`src/hw/rtl/pidc_pkg.sv`:
```
// ----------------------------------------------------------------------------
// pidc_pkg
// widths, register indexes and controller/datapath command types
// ----------------------------------------------------------------------------
`default_nettype none

package pidc_pkg;

   localparam int DATA_W    = 32;
   localparam int FRAC_W    = 16;
   localparam int LIMIT_W   = DATA_W - 1;
   localparam int OPER_W    = DATA_W + 1;
   localparam int PROD_W    = 2 * OPER_W;
   localparam int ACC_W     = PROD_W - FRAC_W;
   localparam int NUM_W     = OPER_W + FRAC_W;
   localparam int DIV_CNT_W = $clog2(NUM_W + 1);
   localparam int CSR_IDX_W = 3;

   localparam logic [DATA_W-1:0] POS_MAX = {1'b0, {(DATA_W-1){1'b1}}};
   localparam logic [DATA_W-1:0] NEG_MIN = {1'b1, {(DATA_W-1){1'b0}}};

   localparam logic [CSR_IDX_W-1:0] CSR_GAIN_P         = 3'd0;
   localparam logic [CSR_IDX_W-1:0] CSR_GAIN_I         = 3'd1;
   localparam logic [CSR_IDX_W-1:0] CSR_GAIN_D         = 3'd2;
   localparam logic [CSR_IDX_W-1:0] CSR_OUTPUT_LIMIT   = 3'd3;
   localparam logic [CSR_IDX_W-1:0] CSR_INTEGRAL_LIMIT = 3'd4;

   typedef enum logic [1:0] {
      MUL_ERR_DT = 2'd0,
      MUL_GAIN_P = 2'd1,
      MUL_GAIN_I = 2'd2,
      MUL_GAIN_D = 2'd3
   } mul_sel_type;

   typedef struct packed {
      logic        load_in;
      logic        clear;
      logic        start_div;
      logic        mul_en;
      mul_sel_type mul_sel;
      logic        int_upd;
      logic        sum_add;
      logic        sum_first;
      logic        load_deriv;
      logic        clamp_out;
      logic        load_rsp;
   } dp_cmd_type;

   typedef struct packed {
      logic is_clear;
      logic div_busy;
      logic out_free;
   } dp_status_type;

endpackage

`default_nettype wire

```
`src/hw/rtl/pidc_datapath.sv`:
```
// ----------------------------------------------------------------------------
// pidc_datapath
// config registers, error, serial divider, shared multiplier, accumulators,
// clamps and the result register
// ----------------------------------------------------------------------------
`default_nettype none

module pidc_datapath (
   input  logic                                  clock,
   input  logic                                  reset,
   input  logic                                  csr_write,
   input  logic [pidc_pkg::CSR_IDX_W-1:0]        csr_index,
   input  logic [pidc_pkg::DATA_W-1:0]           csr_data,
   input  logic                                  req_command,
   input  logic signed [pidc_pkg::DATA_W-1:0]    req_setpoint,
   input  logic signed [pidc_pkg::DATA_W-1:0]    req_measured,
   input  logic [pidc_pkg::DATA_W-1:0]           req_step_time,
   input  logic                                  rsp_ready,
   output logic                                  rsp_valid,
   output logic signed [pidc_pkg::DATA_W-1:0]    rsp_drive,
   output logic                                  rsp_output_clamped,
   output logic                                  rsp_integral_clamped,
   input  pidc_pkg::dp_cmd_type                  cmd,
   output pidc_pkg::dp_status_type               status
);
   import pidc_pkg::*;

   typedef struct packed {
      logic                     hit;
      logic signed [DATA_W-1:0] value;
   } clamp_type;

   function automatic clamp_type clamp_mag(input logic signed [ACC_W-1:0] v,
                                           input logic [LIMIT_W-1:0] lim);
      logic signed [ACC_W-1:0] lim_pos;
      logic signed [ACC_W-1:0] lim_neg;
      clamp_type               r;
      lim_pos = $signed({{(ACC_W-LIMIT_W){1'b0}}, lim});
      lim_neg = -lim_pos;
      if (v > lim_pos) begin
         r.hit   = 1'b1;
         r.value = lim_pos[DATA_W-1:0];
      end else if (v < lim_neg) begin
         r.hit   = 1'b1;
         r.value = lim_neg[DATA_W-1:0];
      end else begin
         r.hit   = 1'b0;
         r.value = v[DATA_W-1:0];
      end
      return r;
   endfunction

   localparam logic [NUM_W-1:0] POS_MAX_Q = {{(NUM_W-DATA_W){1'b0}}, POS_MAX};
   localparam logic [NUM_W-1:0] NEG_LIM_Q = POS_MAX_Q + NUM_W'(1);

   // config
   logic signed [DATA_W-1:0]  gain_p_ff, gain_i_ff, gain_d_ff;
   logic [LIMIT_W-1:0]        out_limit_ff, int_limit_ff;

   // item and loop state
   logic                      clear_ff;
   logic [DATA_W-1:0]         dt_ff;
   logic signed [DATA_W-1:0]  err_ff, err_in;
   logic signed [DATA_W-1:0]  prev_ff;
   logic signed [DATA_W-1:0]  integral_ff;
   logic signed [DATA_W:0]    err_wide;

   // divider
   logic signed [OPER_W-1:0]  diff;
   logic [OPER_W-1:0]         diff_mag;
   logic [NUM_W-1:0]          quo_ff;
   logic [DATA_W-1:0]         rem_ff;
   logic                      neg_ff;
   logic [DIV_CNT_W-1:0]      div_cnt_ff;
   logic [OPER_W-1:0]         div_shift;
   logic [OPER_W:0]           div_trial;
   logic signed [DATA_W-1:0]  deriv_ff, deriv_in;

   // multiplier and sums
   logic signed [OPER_W-1:0]  mul_a, mul_b;
   logic signed [PROD_W-1:0]  prod_ff, prod_in;
   logic signed [ACC_W-1:0]   term;
   logic signed [ACC_W-1:0]   int_sum;
   logic signed [ACC_W-1:0]   sum_ff, sum_in;
   clamp_type                 int_clamp, out_clamp;

   // result
   logic signed [DATA_W-1:0]  drive_ff;
   logic                      oclamp_ff, iclamp_ff;
   logic                      rsp_valid_ff;
   logic signed [DATA_W-1:0]  rsp_drive_ff;
   logic                      rsp_oclamp_ff, rsp_iclamp_ff;

   always_ff @(posedge clock) begin
      if (reset) begin
         gain_p_ff    <= '0;
         gain_i_ff    <= '0;
         gain_d_ff    <= '0;
         out_limit_ff <= '0;
         int_limit_ff <= '0;
      end else if (csr_write) begin
         unique case (csr_index)
            CSR_GAIN_P:         gain_p_ff    <= $signed(csr_data);
            CSR_GAIN_I:         gain_i_ff    <= $signed(csr_data);
            CSR_GAIN_D:         gain_d_ff    <= $signed(csr_data);
            CSR_OUTPUT_LIMIT:   out_limit_ff <= csr_data[LIMIT_W-1:0];
            CSR_INTEGRAL_LIMIT: int_limit_ff <= csr_data[LIMIT_W-1:0];
            default: ;
         endcase
      end
   end

   // saturating error
   always_comb begin
      err_wide = {req_setpoint[DATA_W-1], req_setpoint}
               - {req_measured[DATA_W-1], req_measured};
      if (err_wide[DATA_W] != err_wide[DATA_W-1]) begin
         err_in = err_wide[DATA_W] ? $signed(NEG_MIN) : $signed(POS_MAX);
      end else begin
         err_in = err_wide[DATA_W-1:0];
      end
   end

   always_ff @(posedge clock) begin
      if (cmd.load_in) begin
         clear_ff <= req_command;
         dt_ff    <= req_step_time;
         err_ff   <= err_in;
      end
   end

   // restoring divider, one quotient bit per cycle
   always_comb begin
      diff      = {err_ff[DATA_W-1], err_ff} - {prev_ff[DATA_W-1], prev_ff};
      diff_mag  = diff[OPER_W-1] ? -diff : diff;
      div_shift = {rem_ff, quo_ff[NUM_W-1]};
      div_trial = {1'b0, div_shift} - {2'b00, dt_ff};
   end

   always_ff @(posedge clock) begin
      if (reset) begin
         div_cnt_ff <= '0;
      end else if (cmd.start_div) begin
         div_cnt_ff <= (dt_ff != '0) ? DIV_CNT_W'(NUM_W) : '0;
      end else if (div_cnt_ff != '0) begin
         div_cnt_ff <= div_cnt_ff - DIV_CNT_W'(1);
      end
   end

   always_ff @(posedge clock) begin
      if (cmd.start_div) begin
         quo_ff <= {diff_mag, {FRAC_W{1'b0}}};
         rem_ff <= '0;
         neg_ff <= diff[OPER_W-1];
      end else if (div_cnt_ff != '0) begin
         if (!div_trial[OPER_W]) begin
            rem_ff <= div_trial[DATA_W-1:0];
            quo_ff <= {quo_ff[NUM_W-2:0], 1'b1};
         end else begin
            rem_ff <= div_shift[DATA_W-1:0];
            quo_ff <= {quo_ff[NUM_W-2:0], 1'b0};
         end
      end
   end

   // signed, saturated derivative
   always_comb begin
      if (dt_ff == '0) begin
         deriv_in = '0;
      end else if (neg_ff) begin
         deriv_in = (quo_ff > NEG_LIM_Q) ? $signed(NEG_MIN) : -$signed(quo_ff[DATA_W-1:0]);
      end else begin
         deriv_in = (quo_ff > POS_MAX_Q) ? $signed(POS_MAX) : $signed(quo_ff[DATA_W-1:0]);
      end
   end

   always_ff @(posedge clock) begin
      if (cmd.load_deriv) begin
         deriv_ff <= deriv_in;
      end
   end

   // shared multiplier
   always_comb begin
      case (cmd.mul_sel)
         MUL_ERR_DT: begin
            mul_a = {err_ff[DATA_W-1], err_ff};
            mul_b = $signed({1'b0, dt_ff});
         end
         MUL_GAIN_P: begin
            mul_a = {gain_p_ff[DATA_W-1], gain_p_ff};
            mul_b = {err_ff[DATA_W-1], err_ff};
         end
         MUL_GAIN_I: begin
            mul_a = {gain_i_ff[DATA_W-1], gain_i_ff};
            mul_b = {integral_ff[DATA_W-1], integral_ff};
         end
         default: begin
            mul_a = {gain_d_ff[DATA_W-1], gain_d_ff};
            mul_b = {deriv_ff[DATA_W-1], deriv_ff};
         end
      endcase
      prod_in = mul_a * mul_b;
   end

   always_ff @(posedge clock) begin
      if (cmd.mul_en) begin
         prod_ff <= prod_in;
      end
   end

   // floor shift of the product
   always_comb begin
      term      = $signed(prod_ff[PROD_W-1:FRAC_W]);
      int_sum   = $signed({{(ACC_W-DATA_W){integral_ff[DATA_W-1]}}, integral_ff}) + term;
      int_clamp = clamp_mag(int_sum, int_limit_ff);
      sum_in    = (cmd.sum_first ? '0 : sum_ff) + term;
      out_clamp = clamp_mag(sum_ff, out_limit_ff);
   end

   always_ff @(posedge clock) begin
      if (reset) begin
         integral_ff <= '0;
         prev_ff     <= '0;
      end else if (cmd.clear) begin
         integral_ff <= '0;
         prev_ff     <= '0;
      end else begin
         if (cmd.start_div) begin
            prev_ff <= err_ff;
         end
         if (cmd.int_upd) begin
            integral_ff <= int_clamp.value;
         end
      end
   end

   always_ff @(posedge clock) begin
      if (cmd.sum_add) begin
         sum_ff <= sum_in;
      end
      if (cmd.clear) begin
         iclamp_ff <= 1'b0;
      end else if (cmd.int_upd) begin
         iclamp_ff <= int_clamp.hit;
      end
      if (cmd.clear) begin
         drive_ff  <= '0;
         oclamp_ff <= 1'b0;
      end else if (cmd.clamp_out) begin
         drive_ff  <= out_clamp.value;
         oclamp_ff <= out_clamp.hit;
      end
   end

   // result register
   always_ff @(posedge clock) begin
      if (reset) begin
         rsp_valid_ff <= 1'b0;
      end else if (cmd.load_rsp) begin
         rsp_valid_ff <= 1'b1;
      end else if (rsp_ready) begin
         rsp_valid_ff <= 1'b0;
      end
   end

   always_ff @(posedge clock) begin
      if (cmd.load_rsp) begin
         rsp_drive_ff  <= drive_ff;
         rsp_oclamp_ff <= oclamp_ff;
         rsp_iclamp_ff <= iclamp_ff;
      end
   end

   assign rsp_valid            = rsp_valid_ff;
   assign rsp_drive            = rsp_drive_ff;
   assign rsp_output_clamped   = rsp_oclamp_ff;
   assign rsp_integral_clamped = rsp_iclamp_ff;

   assign status.is_clear = clear_ff;
   assign status.div_busy = (div_cnt_ff != '0);
   assign status.out_free = !rsp_valid_ff || rsp_ready;

endmodule

`default_nettype wire

```
`src/hw/rtl/pidc_ctrl.sv`:
```
// ----------------------------------------------------------------------------
// pidc_ctrl
// sequencer for one control step or clear: divider start,
// multiply/accumulate schedule, clamps and result hand-off
// ----------------------------------------------------------------------------
`default_nettype none

module pidc_ctrl (
   input  logic                     clock,
   input  logic                     reset,
   input  logic                     req_valid,
   output logic                     req_ready,
   input  pidc_pkg::dp_status_type  status,
   output pidc_pkg::dp_cmd_type     cmd
);
   import pidc_pkg::*;

   typedef enum logic [13:0] {
      ST_IDLE     = 14'h0001,
      ST_FRONT    = 14'h0002,
      ST_MUL_IDT  = 14'h0004,
      ST_INT_UPD  = 14'h0008,
      ST_MUL_P    = 14'h0010,
      ST_ADD_P    = 14'h0020,
      ST_MUL_I    = 14'h0040,
      ST_ADD_I    = 14'h0080,
      ST_WAIT_DIV = 14'h0100,
      ST_MUL_D    = 14'h0200,
      ST_ADD_D    = 14'h0400,
      ST_CLAMP    = 14'h0800,
      ST_FINISH   = 14'h1000,
      ST_SPARE    = 14'h2000
   } state_type;

   state_type state_ff, state_in;

   always_ff @(posedge clock) begin
      if (reset) begin
         state_ff <= ST_IDLE;
      end else begin
         state_ff <= state_in;
      end
   end

   always_comb begin
      state_in = state_ff;
      cmd      = '0;
      unique case (state_ff)
         ST_IDLE: begin
            cmd.load_in = req_valid;
            if (req_valid) begin
               state_in = ST_FRONT;
            end
         end
         ST_FRONT: begin
            if (status.is_clear) begin
               cmd.clear = 1'b1;
               state_in  = ST_FINISH;
            end else begin
               cmd.start_div = 1'b1;
               state_in      = ST_MUL_IDT;
            end
         end
         ST_MUL_IDT: begin
            cmd.mul_en  = 1'b1;
            cmd.mul_sel = MUL_ERR_DT;
            state_in    = ST_INT_UPD;
         end
         ST_INT_UPD: begin
            cmd.int_upd = 1'b1;
            state_in    = ST_MUL_P;
         end
         ST_MUL_P: begin
            cmd.mul_en  = 1'b1;
            cmd.mul_sel = MUL_GAIN_P;
            state_in    = ST_ADD_P;
         end
         ST_ADD_P: begin
            cmd.sum_add   = 1'b1;
            cmd.sum_first = 1'b1;
            state_in      = ST_MUL_I;
         end
         ST_MUL_I: begin
            cmd.mul_en  = 1'b1;
            cmd.mul_sel = MUL_GAIN_I;
            state_in    = ST_ADD_I;
         end
         ST_ADD_I: begin
            cmd.sum_add = 1'b1;
            state_in    = ST_WAIT_DIV;
         end
         ST_WAIT_DIV: begin
            if (!status.div_busy) begin
               cmd.load_deriv = 1'b1;
               state_in       = ST_MUL_D;
            end
         end
         ST_MUL_D: begin
            cmd.mul_en  = 1'b1;
            cmd.mul_sel = MUL_GAIN_D;
            state_in    = ST_ADD_D;
         end
         ST_ADD_D: begin
            cmd.sum_add = 1'b1;
            state_in    = ST_CLAMP;
         end
         ST_CLAMP: begin
            cmd.clamp_out = 1'b1;
            state_in      = ST_FINISH;
         end
         ST_FINISH: begin
            if (status.out_free) begin
               cmd.load_rsp = 1'b1;
               state_in     = ST_IDLE;
            end
         end
         default: begin
            state_in = ST_IDLE;
         end
      endcase
   end

   assign req_ready = (state_ff == ST_IDLE);

endmodule

`default_nettype wire

```
`src/hw/rtl/pid_controller_clamped.sv`:
```
// ----------------------------------------------------------------------------
// pid_controller_clamped
// positional PID step in signed Q16.16 with integral and output clamps
//
//   channel   ports     direction   beat
//   request   req_*     in          command, setpoint, measured, step_time
//   response  rsp_*     out         drive, output_clamped, integral_clamped
//   config    csr_*     in          index and data, one write per cycle
//
// the 49-step serial divider for the derivative sets how long a compute
// beat takes from acceptance to the result beat; the error*dt, P and I
// multiplies run under it on one shared 33x33 multiplier
// with a zero step time the divider is skipped
// a clear beat skips the compute states; one beat is in flight at a time
// a result waits in the output register while the next beat is accepted;
// synchronous reset clears gains, limits, integral and last error
// ----------------------------------------------------------------------------
`default_nettype none

module pid_controller_clamped (
   input  logic                                clock,
   input  logic                                reset,
   input  logic                                csr_write,
   input  logic [pidc_pkg::CSR_IDX_W-1:0]      csr_index,
   input  logic [pidc_pkg::DATA_W-1:0]         csr_data,
   input  logic                                req_valid,
   output logic                                req_ready,
   input  logic                                req_command,
   input  logic signed [pidc_pkg::DATA_W-1:0]  req_setpoint,
   input  logic signed [pidc_pkg::DATA_W-1:0]  req_measured,
   input  logic [pidc_pkg::DATA_W-1:0]         req_step_time,
   output logic                                rsp_valid,
   input  logic                                rsp_ready,
   output logic signed [pidc_pkg::DATA_W-1:0]  rsp_drive,
   output logic                                rsp_output_clamped,
   output logic                                rsp_integral_clamped
);
   import pidc_pkg::*;

   dp_cmd_type    cmd;
   dp_status_type status;

   pidc_ctrl u_ctrl (
      .clock     (clock),
      .reset     (reset),
      .req_valid (req_valid),
      .req_ready (req_ready),
      .status    (status),
      .cmd       (cmd)
   );

   pidc_datapath u_datapath (
      .clock                (clock),
      .reset                (reset),
      .csr_write            (csr_write),
      .csr_index            (csr_index),
      .csr_data             (csr_data),
      .req_command          (req_command),
      .req_setpoint         (req_setpoint),
      .req_measured         (req_measured),
      .req_step_time        (req_step_time),
      .rsp_ready            (rsp_ready),
      .rsp_valid            (rsp_valid),
      .rsp_drive            (rsp_drive),
      .rsp_output_clamped   (rsp_output_clamped),
      .rsp_integral_clamped (rsp_integral_clamped),
      .cmd                  (cmd),
      .status               (status)
   );

endmodule

`default_nettype wire

```
`config.mk`:
```
export PLATFORM = sky130hd
export DESIGN_NAME = pid_controller_clamped
export DESIGN_NICKNAME = d
export VERILOG_FILES = /design/src/hw/rtl/pidc_pkg.sv /design/src/hw/rtl/pidc_datapath.sv /design/src/hw/rtl/pidc_ctrl.sv /design/src/hw/rtl/pid_controller_clamped.sv
export SDC_FILE = /design/constraint.sdc
export NUM_CORES = 2
export LEC_CHECK = 0
export BUFFER_PORTS_ARGS = -buffer_cell sky130_fd_sc_hd__clkbuf_2
export CAP_MARGIN = 40
export CELL_PAD_IN_SITES_DETAIL_PLACEMENT = 2
export CELL_PAD_IN_SITES_GLOBAL_PLACEMENT = 2
export CORE_UTILIZATION = 30
export DETAILED_ROUTE_END_ITERATION = 16
export PLACE_DENSITY_LB_ADDON = 0.15
export SETUP_SLACK_MARGIN = 0.3
export SYNTH_ARGS = -nofsm -noshare
export SYNTH_HDL_FRONTEND = slang
export SYNTH_SLANG_ARGS = --single-unit
```
`constraint.sdc`:
```
create_clock -name clock -period 11.9 [get_ports clock]
set_clock_uncertainty 0.2 [all_clocks]
set_input_delay 1.19 -clock clock [delete_from_list [all_inputs] [get_ports clock]]
set_output_delay 1.19 -clock clock [all_outputs]
set_load 0.1 [all_outputs]
```
==> impl_results.md <==
* Status: complete, no violations
* Die height at 509 um
* Seq/Total Area, Yosys at 18.7%
* Mapped Cells at 9020
* Detail Route Antenna Nets at 0
* Max transition margin at 38.2%
* Initial antenna violation count at 26
* DRT iter0 DRCs at 3888
* P&R area growth vs syn at 11.9%
* GR Overflow Total at 0
* Final setup TNS at 0 ns
* IO Pins at 173
* Largest net degree at the start of global routing at 87
* Worst hold path class: flop to flop
* Initial Utilization at 30.3%
* Initial DRT Pass Iterations at 7
* Area contributors post-synth: fa_1 29%, edfxtp_1 10%, ha_1 9.3%
* Clock sink count at 589
* NumNets Final at 11000
* Row cnt at 185
* Critical-path top delay cell: or4_1
* Filler cell count at 28600
* EDFF count, synth at 265
* Number of synthesized register bits at 589
* CTS tree: yes
* Final worst slack at 0.741 ns
* CTS Buf Count at 80
* Unrepaired setup endpoints after global routing: false
* Post-Syn Nets at 10900
* Largest regs: u_datapath.prod_ff x50, u_datapath.sum_ff x50, u_datapath.quo_ff x49
* Final Hold Viols at 0
* Via count of the first global-routing pass at 74100
* Max Slew Vio Count at 0
* Distinct cells, synth at 85
* Actual slew at the worst max-slew pin at 0.926 ns
* First-pass GRT wire length at 508000 um
* Maximum clock rate at 89.6 MHz
* Die area at 260000 um^2
* Root Buffer Master: clkbuf_16
* Die X at 509 um
* Core outline area at 255000 um^2
* Pre-CTS WS at 0.292 ns
* Leading area contributor after synthesis: fa_1
* Crit path largest cell delay at 0.68 ns
* Post-DP HPWL at 284000 um
* WS Path Type: flop to flop
* Number of vias per cell at 5.30
* Yosys warns at 0
* Worst-skew pair later-pin latency at 0.73 ns
* Syn_area_per_cell at 8.56 um^2
* Number of remaining DRC errors at 0
* Max clock buf depth at 3
* Clock-pin slew on the worst setup and hold paths at 0.06 ns
* CP required at 12.14 ns
* Count leader, synth: inv_1
* Crit start category: flop
* Leading cell types by count after synthesis: 1354 x inv_1, 1202 x nand2_1, 1126 x fa_1, 817 x nor2_1, 583 x a21oi_1
* CP endpoint kind: flop
* Primary FF master, synth: dfxtp_1
* Layout cell share with drive strength beyond 1 at 7.75%
* H-tree levels at 3
* Crit path top cell by count: fa_1
* Worst path arrival time at 11.40 ns
* Final Critical Period at 11.16 ns
* Final setup vio count at 0
* Final period utilization at 93.8%
* Post-Syn Area at 77300 um^2
* Top-area cell type share of the netlist area at 29.2%
* Gr usage total at 26.5%
* CP Max Fanout at 20
* Post-synth ARST share at 0%
* Post-Route WL at 343000 um
* Avg WL per Cell at 27.3 um
* Vias at 66600
* GP Congestion at 0.919
* Max-cap violations at 0
* Input/output buffers at 172
-- final timing paths --
check,slack [ns],endpoint,startpoint,depth (start not counted)
setup / recovery,0.74,u_datapath.prod_ff[57],u_ctrl.state_ff[12],36
hold / removal,0.23,u_datapath.rsp_drive[28],u_datapath.drive_ff[28],0
setup reg to reg,0.74,u_datapath.prod_ff[57],u_ctrl.state_ff[12],36
hold reg to reg,0.23,u_datapath.rsp_drive[28],u_datapath.drive_ff[28],0
-- what timing repair did --
item                                    CTS  global route
resized for setup                         1            12
pin swaps                                 0             2
setup buffers                             0             4
hold buffers                              0             0
endpoints found under the setup margin    1            22
-- layout by cell type (no fill, tap or decap), types with 15 or more instances in the layout --
cell type	count
inv_1	1354
nor2b_1	63
o21ai_2	41
buf_4	236
edfxtp_1	265
xor2_1	93
dfxtp_1	324
fa_1	1126
or2_2	27
nand4_1	112
or3_1	33
buf_12	15
o21bai_1	39
and3_1	37
nor4_1	53
mux2i_1	42
o31ai_1	22
nor3b_1	16
a21o_1	190
a31oi_1	54
xnor2_1	206
ha_1	572
a21oi_1	581
buf_8	21
clkbuf_2	171
o21a_1	104
nand3_1	210
a22oi_1	68
a211oi_1	34
nand3b_1	24
o21ai_0	341
nand2_1	1200
nor3_1	83
clkbuf_1	21
nor2_1	807
and2_1	92
nand2b_1	80
clkbuf_16	81
o211ai_1	38
-- critical path: cells and delay by family (launching register included) --
family	cells	cell delay, ns
adders and majority gates	9	4.37
AOI/OAI and AO/OA	9	2.35
and+or+nand+nor	9	2.06
buffers and inverters	8	1.38
DFF	1	0.35
xor gates and xnor gates	1	0.11
-- area by class of cell --
cell class / instances / area [um^2] / share of cell area [%]
clock buffer: 109 / 2200 / 2.55
antenna: 11 / 27.5 / 0.0318
timing repair buffer: 456 / 3450 / 3.99
inverter: 1357 / 5100 / 5.90
tap: 3366 / 4210 / 4.87
clock inverter: 39 / 513 / 0.593
multi-input combinational: 6635 / 56500 / 65.4
sequential: 589 / 14400 / 16.7
-- kinds of logic (layout without fill, tap and decap cells) --
family	count (synthesis)	count (layout)	share of synthesized area (%)
muxes	44	44	0.573
AOI/OAI and AO/OA	1675	1675	13.2
DFF	589	589	18.7
adders and majority gates	1703	1703	38.5
buffers and inverters	1796	1961	8.75
and+or+nand+nor	2912	2912	16.8
xor gates and xnor gates	301	301	3.41
other	0	11	0
-- stage by stage --
step / cell area [um^2] / utilization, % / hold slack, ns / instances
final: 86400 / 33.9 / 0.226 / 12600
after floorplan: 77300 / - / 0.203 / 9020
after global placement: 83000 / 32.5 / 0.215 / 12400
after detailed placement: 83600 / 32.8 / 0.219 / 12400
after global routing: 86400 / 33.9 / 0.243 / 12600
after CTS: 86300 / 33.8 / 0.230 / 12500
-- per-layer routing --
metal	global-route usage (%)	up-vias	part of all wire, %
li1	-	29500	-
met1	35.6	35200	45
met2	44.1	1402	47
met3	3.49	422	4.7
met4	8.36	12	3.5
met5	0	-	0.023
Power is not shown: default switching activity piles up to over one toggle a cycle in this logic, so the estimate is an artifact.
